### config.mk
export PLATFORM = sky130hd
export DESIGN_NAME = aes_cbc_ram
export DESIGN_NICKNAME = d
export VERILOG_FILES = /design/src/rtl/aes_cbc_ram.sv
export SDC_FILE = /design/constraint.sdc
export NUM_CORES = 1
export LEC_CHECK = 0
export BUFFER_PORTS_ARGS = -buffer_cell sky130_fd_sc_hd__buf_2
export CORE_MARGIN = 2
export CORE_UTILIZATION = 30
export DETAILED_ROUTE_END_ITERATION = 8
export GPL_ROUTABILITY_DRIVEN = 0
export MAX_ROUTING_LAYER = met4
export PLACE_DENSITY_LB_ADDON = 0.08
export SYNTH_ARGS = -nofsm -noshare
export SYNTH_HDL_FRONTEND = slang
export SYNTH_SLANG_ARGS = --single-unit
### constraint.sdc
create_clock -name clk -period 4.78 [get_ports clk]
set_input_delay 0.478 -clock clk [delete_from_list [all_inputs] [get_ports clk]]
set_output_delay 0.478 -clock clk [all_outputs]
set_load 0.01 [all_outputs]
### src/rtl/aes_cbc_ram.sv
// ----------------------------------------------------------------------------
// Generic RAM
// Single write port, single read port with registered read data.
// ----------------------------------------------------------------------------
module aes_cbc_ram #(
    parameter int WIDTH = 32,
    parameter int DEPTH = 44
) (
    input  logic                     clk,
    input  logic                     we,
    input  logic [$clog2(DEPTH)-1:0] waddr,
    input  logic [WIDTH-1:0]         wdata,
    input  logic [$clog2(DEPTH)-1:0] raddr,
    output logic [WIDTH-1:0]         rdata
);

    logic [WIDTH-1:0] mem [DEPTH];

    always_ff @(posedge clk)
    begin
        if (we)
        begin
            mem[waddr] <= wdata;
        end
        rdata <= mem[raddr];
    end

endmodule

==> parameters.txt, run 1 <==
Parameter                              Value

Setup path
  Setup slack of the most critical reg-to-reg path ... 2.63 ns
  Reg2Reg Launch Point ... mem[39][5]
  Delay contributed by the slowest stage of the critical path ... 0.61 ns
  Critical path capture point type ... register
  Arrival time worst endpoint ... 3.29 ns
  Bufs and invs on worst path ... 3
  Cell class contributing the biggest share of worst-path delay ... buffers and inverters
  CP cell instances ... buf_6 > buf_4 > nor2_4 > buf_4 > a22oi_1 > a21oi_1 > a21oi_1 > o21ai_1
  Cell with the biggest individual delay on the critical path ... sky130_fd_sc_hd__buf_4
  Required time worst endpoint ... 5.41 ns
  Worst R2R End ... rdata[5]
  WS Path Type ... input pin to register
  Worst Path Max Fanout ... 34
  Depth of the worst register-to-register path ... 5
  Critical path startpoint category ... input pin

Clock tree
  Clock buffers created by TritonCTS ... 167
  Number of gates resized after CTS ... 0
  # Post-CTS Setup Buffers ... 0
  # clock sinks ... 1,440
  CTS root buffer ... sky130_fd_sc_hd__clkbuf_16
  Hold Buf Count CTS ... 0
  Later-pin clock latency in the skew report ... 0.80 ns
  Clk buf depth ... 3
  Clock slew seen by the registers of the worst setup and hold paths ... 0.06 ns
  CTS tree ... yes
  Number of levels the H-tree was split into ... 4

Yosys
  Seq/Total Area, Yosys ... 0.787
  Post-synth EDFFs ... 1,408
  Average footprint of a synthesized cell ... 21.8 sq um
  Main flop type after synthesis ... sky130_fd_sc_hd__edfxtp_1
  Count of unique library cells instantiated by Yosys ... 33
  Async S/R FF share, synth ... 0
  Register bit count reported by yosys ... 1,440
  Count of warnings emitted by yosys ... 0
  Number of nets produced by synthesis ... 2,546
  Synthesized instance count ... 2,500
  Cell Area, Synth ... 54,600 sq um

Min path
  Startpoint of the worst hold path ... raddr[5]
  Hold EP ... rdata[22]
  Cell depth of the worst hold path ... 2
  Path type of the worst min-delay path ... input pin to register

Detailed routing
  DR pass1 iterations ... 5
  Average routed wire per standard cell ... 32.0 um
  Routed via count divided by cell count ... 5.09
  Post-detailed-route count of antenna-violating nets ... 0
  DRT Wirelength ... 167,000 um
  Post-route DRC violation count ... 0
  Initial DRC count ... 2,426
  Routed vias ... 26,500

Timing
  Final clock skew ... 0.0232 ns
  Count of pins over their slew limit ... 0
  Setup TNS ... 0 ns
  RSZ-0062 raised after global routing ... false
  Hold violation total from the final report ... 0
  Finish-stage setup viols ... 0
  Fmax achieved ... 376 MHz
  Worst max-slew margin expressed relative to the limit ... 0.159
  Final critical path time including I/O delays and setup ... 2.66 ns
  Worst slew pin tran ... 1.26 ns
  Share of the cycle needed by the critical path after routing ... 0.556

GRT
  Maximum number of pins on one net before global-route repair ... 89
  Total track usage ... 0.186
  Total global routing overflow ... 0
  Wire length of the first global-routing pass ... 230,000 um
  Initial antenna violation count ... 10
  Via count of the first global-routing pass ... 28,100

Cells and area
  Layout Area Growth over Synthesis ... 17.3%
  Most frequent standard cell in the layout excluding fill and tap cells ... sky130_fd_sc_hd__edfxtp_1
  Fillcell total ... 16,800
  Utilization of the core after routing ... 0.354
  Fraction of final layout cells with drive strength greater than 1 ... 0.271
  Most frequent cells in the layout ... sky130_fd_sc_hd__edfxtp_1, sky130_fd_sc_hd__mux4_2, sky130_fd_sc_hd__clkbuf_16
  Number of nets in the layout ... 2,750

Floorplanning
  Overall die width ... 430 um
  Die ar. ... 185,000 sq um
  Number of placement rows ... 156
  Boundary Pins ... 78
  Height of the die ... 430 um
  Core region area ... 181,000 sq um
  Initial core utilization ... 0.302

Pwr
  Total power after layout ... 0.0276 W
  Highest ir drop seen on vdd ... 357 uV
  Total power per unit cell area ... 432 nW/um^2
  Leak Pwr ... 20.0 nW

Placed design
  Port-buffer cells ... 77
  Detailed placement HPWL ... 94,200 um

Outcome
  Status ... completed

Run
  MaxCap Viol Count ... 0
==> synthesized netlist by cell type (10+ instances only) <==
master	instances	area share
sky130_fd_sc_hd__mux2_1	39	0.0080
sky130_fd_sc_hd__nand2_1	62	0.0043
sky130_fd_sc_hd__a22oi_1	64	0.0088
sky130_fd_sc_hd__o31ai_1	10	0.0014
sky130_fd_sc_hd__a221oi_1	32	0.0051
sky130_fd_sc_hd__edfxtp_1	1408	0.77
sky130_fd_sc_hd__buf_2	36	0.0033
sky130_fd_sc_hd__mux2i_1	128	0.023
sky130_fd_sc_hd__nor2_1	54	0.0037
sky130_fd_sc_hd__clkbuf_1	74	0.0051
sky130_fd_sc_hd__o21ai_1	26	0.0024
sky130_fd_sc_hd__o211ai_1	22	0.0030
sky130_fd_sc_hd__mux2_2	25	0.0052
sky130_fd_sc_hd__buf_4	14	0.0019
sky130_fd_sc_hd__a21oi_1	74	0.0068
sky130_fd_sc_hd__dfxtp_1	32	0.012
sky130_fd_sc_hd__o22ai_1	32	0.0037
sky130_fd_sc_hd__mux4_2	288	0.12
sky130_fd_sc_hd__o21ai_0	28	0.0026
sky130_fd_sc_hd__buf_1	13	0.00089
==> cell families (layout without fill, tap and decap cells) <==
kind of cell    Yosys count  after routing  synth area share
buf+inv                 145            484            0.0127
mux                     480            480             0.156
compound gates          288            288            0.0338
other cells               0              1                 0
flops                  1440           1440             0.787
simple gates            147            147            0.0114
==> power by group <==
part           switching (W)  internal (W)  leakage, nW
sequential         0.0000661        0.0140         12.9
combinational       0.000853      0.000451         4.48
clock                0.00514       0.00715         2.54
total                0.00606        0.0216         20.0
==> registers in the layout, summed over array words and instances (netlist names) <==
name	cells
rdata	32
mem	1408
==> worst max-delay path by stage <==
stage,start,endpoint,slack (ns),cells past startpoint
final,raddr[2],rdata[5],2.12,8
after detailed placement,raddr[0],rdata[5],1.26,7
after CTS,raddr[0],rdata[5],2.12,7
after global routing,raddr[0],rdata[5],1.96,7
after floorplan,waddr[1],mem[21][0],0.51,2
after global placement,raddr[0],rdata[5],1.31,7
==> final cells by class <==
type | count | area [sq um] | share of cell area
inverters | 1 | 3.75 | 0.0000586
multi-input cells | 915 | 11300 | 0.177
flip-flops and latches | 1440 | 42900 | 0.671
clock buffers | 225 | 4490 | 0.0701
clock inverters | 79 | 764 | 0.0119
diodes | 1 | 2.50 | 0.0000391
well taps | 2370 | 2970 | 0.0463
repair buffers | 179 | 1520 | 0.0238
==> stage by stage <==
step / area (sq um) / hold WS [ns] / setup slack, ns / cells
2_1_floorplan: 54600 / 0.577 / 0.507 / 2500
3_3_place_gp: 58700 / 0.841 / 1.31 / 4905
3_5_place_dp: 58700 / 0.855 / 1.26 / 4905
4_1_cts: 64000 / 0.0691 / 2.12 / 5209
5_1_grt: 64000 / 0.110 / 1.96 / 5209
6_report: 64000 / 0.136 / 2.12 / 5210
==> routing by layer <==
layer | track usage | vias to the layer above | wire, um
met2 | 0.288 | 772 | 79000
li1 | - | 10900 | -
met3 | 0.0372 | 218 | 9530
met1 | 0.251 | 14600 | 74700
met5 | - | - | 0
met4 | 0.0458 | 0 | 3530
==> worst reg2reg max path: stages (launching register included) <==
cell and delay, ns:
sky130_fd_sc_hd__edfxtp_1 0.36, sky130_fd_sc_hd__mux4_2 0.47, sky130_fd_sc_hd__mux2i_1 0.15, sky130_fd_sc_hd__o21ai_0 0.18, sky130_fd_sc_hd__a21oi_1 0.62, sky130_fd_sc_hd__o21ai_1 0.22
(Power assumes the default switching activity.)
==> run 2: changes to the inputs <==
--- a/config.mk
+++ b/config.mk
@@ -5,6 +5,7 @@
 export SDC_FILE = /design/constraint.sdc
 export NUM_CORES = 1
 export LEC_CHECK = 0
+export ABC_AREA = 1
 export BUFFER_PORTS_ARGS = -buffer_cell sky130_fd_sc_hd__buf_2
 export CORE_MARGIN = 2
 export CORE_UTILIZATION = 30
==> constraint.sdc (replaced) <==
create_clock -name clk -period 2.3 [get_ports clk]
set_input_delay 0.23 -clock clk [delete_from_list [all_inputs] [get_ports clk]]
set_output_delay 0.23 -clock clk [all_outputs]
set_load 0.01 [all_outputs]
==> run 2 against run 1 <==
  * Non-clock buffer count up 180
  * Flip-flop and latch count unchanged
  * Hold slack worse by 0.091 ns
  * Utilization up 0.57 points
  * Clock skew down 0.0036 ns
  * Clock power up 110%
  * Critical path depth down 7
  * First-iteration DRC count up 24%
  * Cell count up 45%
  * Total power up 110%
  * Register-to-register slack worse by 1.8 ns
  * Area after synthesis up 4.8%
==> parameters.txt, run 2 <==
Parameter                              Value

GRT
  Met3 demand-to-capacity share in global routing ... 0.0255 (-0.0116)
  Top Usage Layer GRT ... met2
  Maximum number of pins on one net before global-route repair ... 74 (-17%)
  Total track usage ... 0.213 (+0.0275)
  Initial antenna violation count ... 9 (-1)
  Met2 routing resource usage after global routing ... 0.344 (+0.0562)
  Via count of the first global-routing pass ... 36,500 (+30%)
  Wire length of the first global-routing pass ... 285,000 um (+24%)
  Total global routing overflow ... 0 (unchanged)
  Met1 capacity usage during global routing ... 0.283 (+0.0326)

Timing
  Worst slew pin tran ... 0.999 ns (-0.260 ns)
  Min setup slack post-route ... 0.386 ns (-1.73 ns)
  RSZ-0062 raised after global routing ... false
  Count of pins over their slew limit ... 0 (unchanged)
  Finish-stage setup viols ... 0 (unchanged)
  Setup TNS ... 0 ns (unchanged)
  Final clock skew ... 0.0197 ns (-0.00357 ns)
  Hold violation total from the final report ... 0 (unchanged)
  Share of the cycle needed by the critical path after routing ... 0.832
  Fmax achieved ... 523 MHz
  Worst max-slew margin expressed relative to the limit ... 0.334 (+0.175)
  Final critical path time including I/O delays and setup ... 1.91 ns

Cells and area
  Most frequent cells in the layout ... sky130_fd_sc_hd__nand2_1, sky130_fd_sc_hd__edfxtp_1, sky130_fd_sc_hd__nand3_1
  Post-Layout Cell Count ... 7,545 (+45%)
  Number of nets in the layout ... 4,938 (+80%)
  Fillcell total ... 18,600 (+11%)
  Fraction of final layout cells with drive strength greater than 1 ... 0.121 (-0.150)
  Area occupied by registers ... 42,900 sq um (unchanged)
  Layout Area Growth over Synthesis ... 19.4%
  Largest registers ranked by flip-flop count ... mem x1408, rdata x32
  Reg with most FFs ... mem
  Most frequent standard cell in the layout excluding fill and tap cells ... sky130_fd_sc_hd__nand2_1
  Multi-input logic area ... 12,900 sq um (+14%)
  Max reg flops ... 1,408 (unchanged)

Yosys
  Area fraction of the dominant cell type after synthesis ... 0.740 (-0.0353)
  Async S/R FF share, synth ... 0 (unchanged)
  Count of unique library cells instantiated by Yosys ... 20 (-39%)
  Cell Area, Synth ... 57,200 sq um (+4.8%)
  Register bit count reported by yosys ... 1,440 (unchanged)
  Top cells by area in the synthesized netlist ... sky130_fd_sc_hd__edfxtp_1, sky130_fd_sc_hd__nand2_1, sky130_fd_sc_hd__nand3_1
  Compound-Gate Fraction of Synth Area ... 0.0248 (-0.00893)
  Post-synthesis simple-gate area fraction ... 0.194 (+0.183)
  Post-synth EDFFs ... 1,408 (unchanged)
  Dominant combinational cell family by area after synthesis ... simple AND/OR/NAND/NOR gates
  Seq/Total Area, Yosys ... 0.751 (-0.0358)
  Count of warnings emitted by yosys ... 0 (unchanged)
  Synthesized instance count ... 4,670 (+87%)
  Most common cell in the synthesized netlist ... sky130_fd_sc_hd__nand2_1
  Main flop type after synthesis ... sky130_fd_sc_hd__edfxtp_1
  Average footprint of a synthesized cell ... 12.2 sq um (-44%)
  Number of nets produced by synthesis ... 4,716 (+85%)
  Synth top cells by count ... sky130_fd_sc_hd__nand2_1, sky130_fd_sc_hd__edfxtp_1, sky130_fd_sc_hd__nand3_1
  Largest area contributor in the synthesized netlist ... sky130_fd_sc_hd__edfxtp_1
  Parity-gate share of the synthesized area counting xor and xnor cells ... 0 (unchanged)
  Post-synthesis adder-cell area fraction ... 0 (unchanged)
  Proportion of synthesized area in mux cells ... 0 (-0.156)

Floorplanning
  Overall die width ... 441 um (+2.3%)
  Die ar. ... 194,000 sq um (+4.7%)
  Boundary Pins ... 78 (unchanged)
  Core region area ... 190,000 sq um (+5.0%)
  Number of placement rows ... 160 (+2.6%)
  Height of the die ... 441 um (+2.3%)
  Initial core utilization ... 0.301 (-0.000672)

Setup path
  WS Path Type ... register to output port
  Worst Path Max Fanout ... 1 (-97%)
  Critical path capture point type ... output port
  Critical path startpoint category ... register
  Required time worst endpoint ... 2.07 ns (-3.34 ns)
  Delay contributed by the slowest stage of the critical path ... 0.64 ns (+0.03 ns)
  CP cell instances ... buf_2
  Cell class contributing the biggest share of worst-path delay ... flip-flops
  Arrival time worst endpoint ... 1.68 ns (-1.61 ns)
  Bufs and invs on worst path ... 1 (-2)
  Cell with the biggest individual delay on the critical path ... sky130_fd_sc_hd__dfxtp_1

Clock tree
  CTS tree ... yes
  Number of levels the H-tree was split into ... 4 (unchanged)
  Later-pin clock latency in the skew report ... 0.80 ns (about the same)
  # clock sinks ... 1,440 (unchanged)
  Clk buf depth ... 3 (unchanged)
  # Post-CTS Setup Buffers ... 0 (unchanged)
  CTS root buffer ... sky130_fd_sc_hd__clkbuf_16
  Number of gates resized after CTS ... 0 (unchanged)
  Clock slew seen by the registers of the worst setup and hold paths ... 0.06 ns (about the same)
  Clock buffers created by TritonCTS ... 165 (-1.2%)

Pwr
  Gate power share ... 0.065 (+0.018)
  Switching component of the power ... 0.0137 W (+130%)
  Highest ir drop seen on vdd ... 588 uV (+65%)
  Total power per unit cell area ... 855 nW/um^2 (+98%)
  Cell Int Power ... 0.0447 W (+110%)
  Leak Pwr ... 23.9 nW (+20%)
  Fraction of power spent switching nets ... 0.235 (+0.0160)
  Power share of the clock group ... 0.435 (-0.010)
  Sequential share of power ... 0.500 (-0.008)

Detailed routing
  Post-detailed-route count of antenna-violating nets ... 0 (unchanged)
  DRT Wirelength ... 201,000 um (+21%)
  Average routed wire per standard cell ... 26.7 um (-17%)
  DR pass1 iterations ... 5 (unchanged)
  Post-route DRC violation count ... 0 (unchanged)
  Initial DRC count ... 3,011 (+24%)
  Routed vias ... 37,200 (+41%)
  Routed via count divided by cell count ... 4.94 (-3.0%)

Placed design
  Placed instance count ... 7,219 (+47%)
  Detailed placement HPWL ... 111,000 um (+18%)
  Port-buffer cells ... 77 (unchanged)
  Worst Setup Slack post-DPL ... -0.120 ns (-1.38 ns)

Run
  MaxCap Viol Count ... 0 (unchanged)

Min path
  Path type of the worst min-delay path ... input pin to register

Outcome
  Status ... completed
-- run 2: cell types whose count changed in the layout (fill, tap and decap cells not counted), moves of 64 or more --
cell                      change
sky130_fd_sc_hd__a22oi_1     -64
sky130_fd_sc_hd__buf_12      +89
sky130_fd_sc_hd__a21oi_1     -74
sky130_fd_sc_hd__o21ai_0    +139
sky130_fd_sc_hd__nor2_1     +157
sky130_fd_sc_hd__nand3_1    +965
sky130_fd_sc_hd__buf_4       +73
sky130_fd_sc_hd__mux2i_1    -128
sky130_fd_sc_hd__nand2_1   +1381
sky130_fd_sc_hd__mux4_2     -288
-- run 2: worst paths after layout --
| path | from | to | slack (ns) | depth (start not counted) |
|---|---|---|---|---|
| setup / recovery | rdata[10] | rdata[10] | 0.39 | 1 |
| hold / removal | wdata[6] | mem[8][6] | 0.05 | 2 |
| setup reg to reg | mem[15][22] | rdata[22] | 0.81 | 10 |
| hold reg to reg | mem[41][5] | rdata[5] | 0.70 | 4 |
-- run 2: logic make-up (layout without fill, tap and decap cells) --
group                  after synthesis  in the layout
AOI/OAI and AO/OA                  252            252
DFF                               1440           1440
other                                0              5
and+or+nand+nor                   2634           2634
buffers and inverters              344            703
-- run 2: cell type report --
class / count / area share
flip-flops and latches: 1440 / 0.629
diodes: 5 / 0.000183
multi-input cells: 2886 / 0.188
well taps: 2511 / 0.0460
repair buffers: 359 / 0.0591
inverters: 40 / 0.00257
clock buffers: 224 / 0.0661
clock inverters: 80 / 0.00902
-- run 2: what timing repair did --
action,in CTS,in global routing
hold endpoints to repair,265,0
hold buffers,17,0
endpoints found under the setup margin,0,0
-- run 2: power groups by stage --
stage,Sequential (W),Clock [W],Combinational (W)
after global routing,0.0292,0.0270,0.00418
after floorplan,0.0297,0,0.00179
after global placement,0.0297,0,0.00388
final,0.0292,0.0254,0.00382
after CTS,0.0292,0.0260,0.00391
after detailed placement,0.0297,0,0.00387
-- run 2: metal layers --
layer  part of all wire  up-vias
met1               0.45    19100
met5                  0        -
met2               0.49      812
li1                   -    17100
met4              0.025        0
met3              0.038      259
-- run 2: through the flow --
| stage | instance area, sq um | utilization | hold WS (ns) | total power [W] |
|---|---|---|---|---|
| 3_3_place_gp | 63000 | 0.332 | 0.553 | 0.0336 |
| 4_1_cts | 68300 | 0.360 | 0.000347 | 0.0591 |
| 6_report | 68300 | 0.360 | 0.0457 | 0.0584 |
| 3_5_place_dp | 63000 | 0.332 | 0.554 | 0.0336 |
| 5_1_grt | 68300 | 0.360 | 0.0418 | 0.0604 |
| 2_1_floorplan | 57300 | - | 0.329 | 0.0315 |
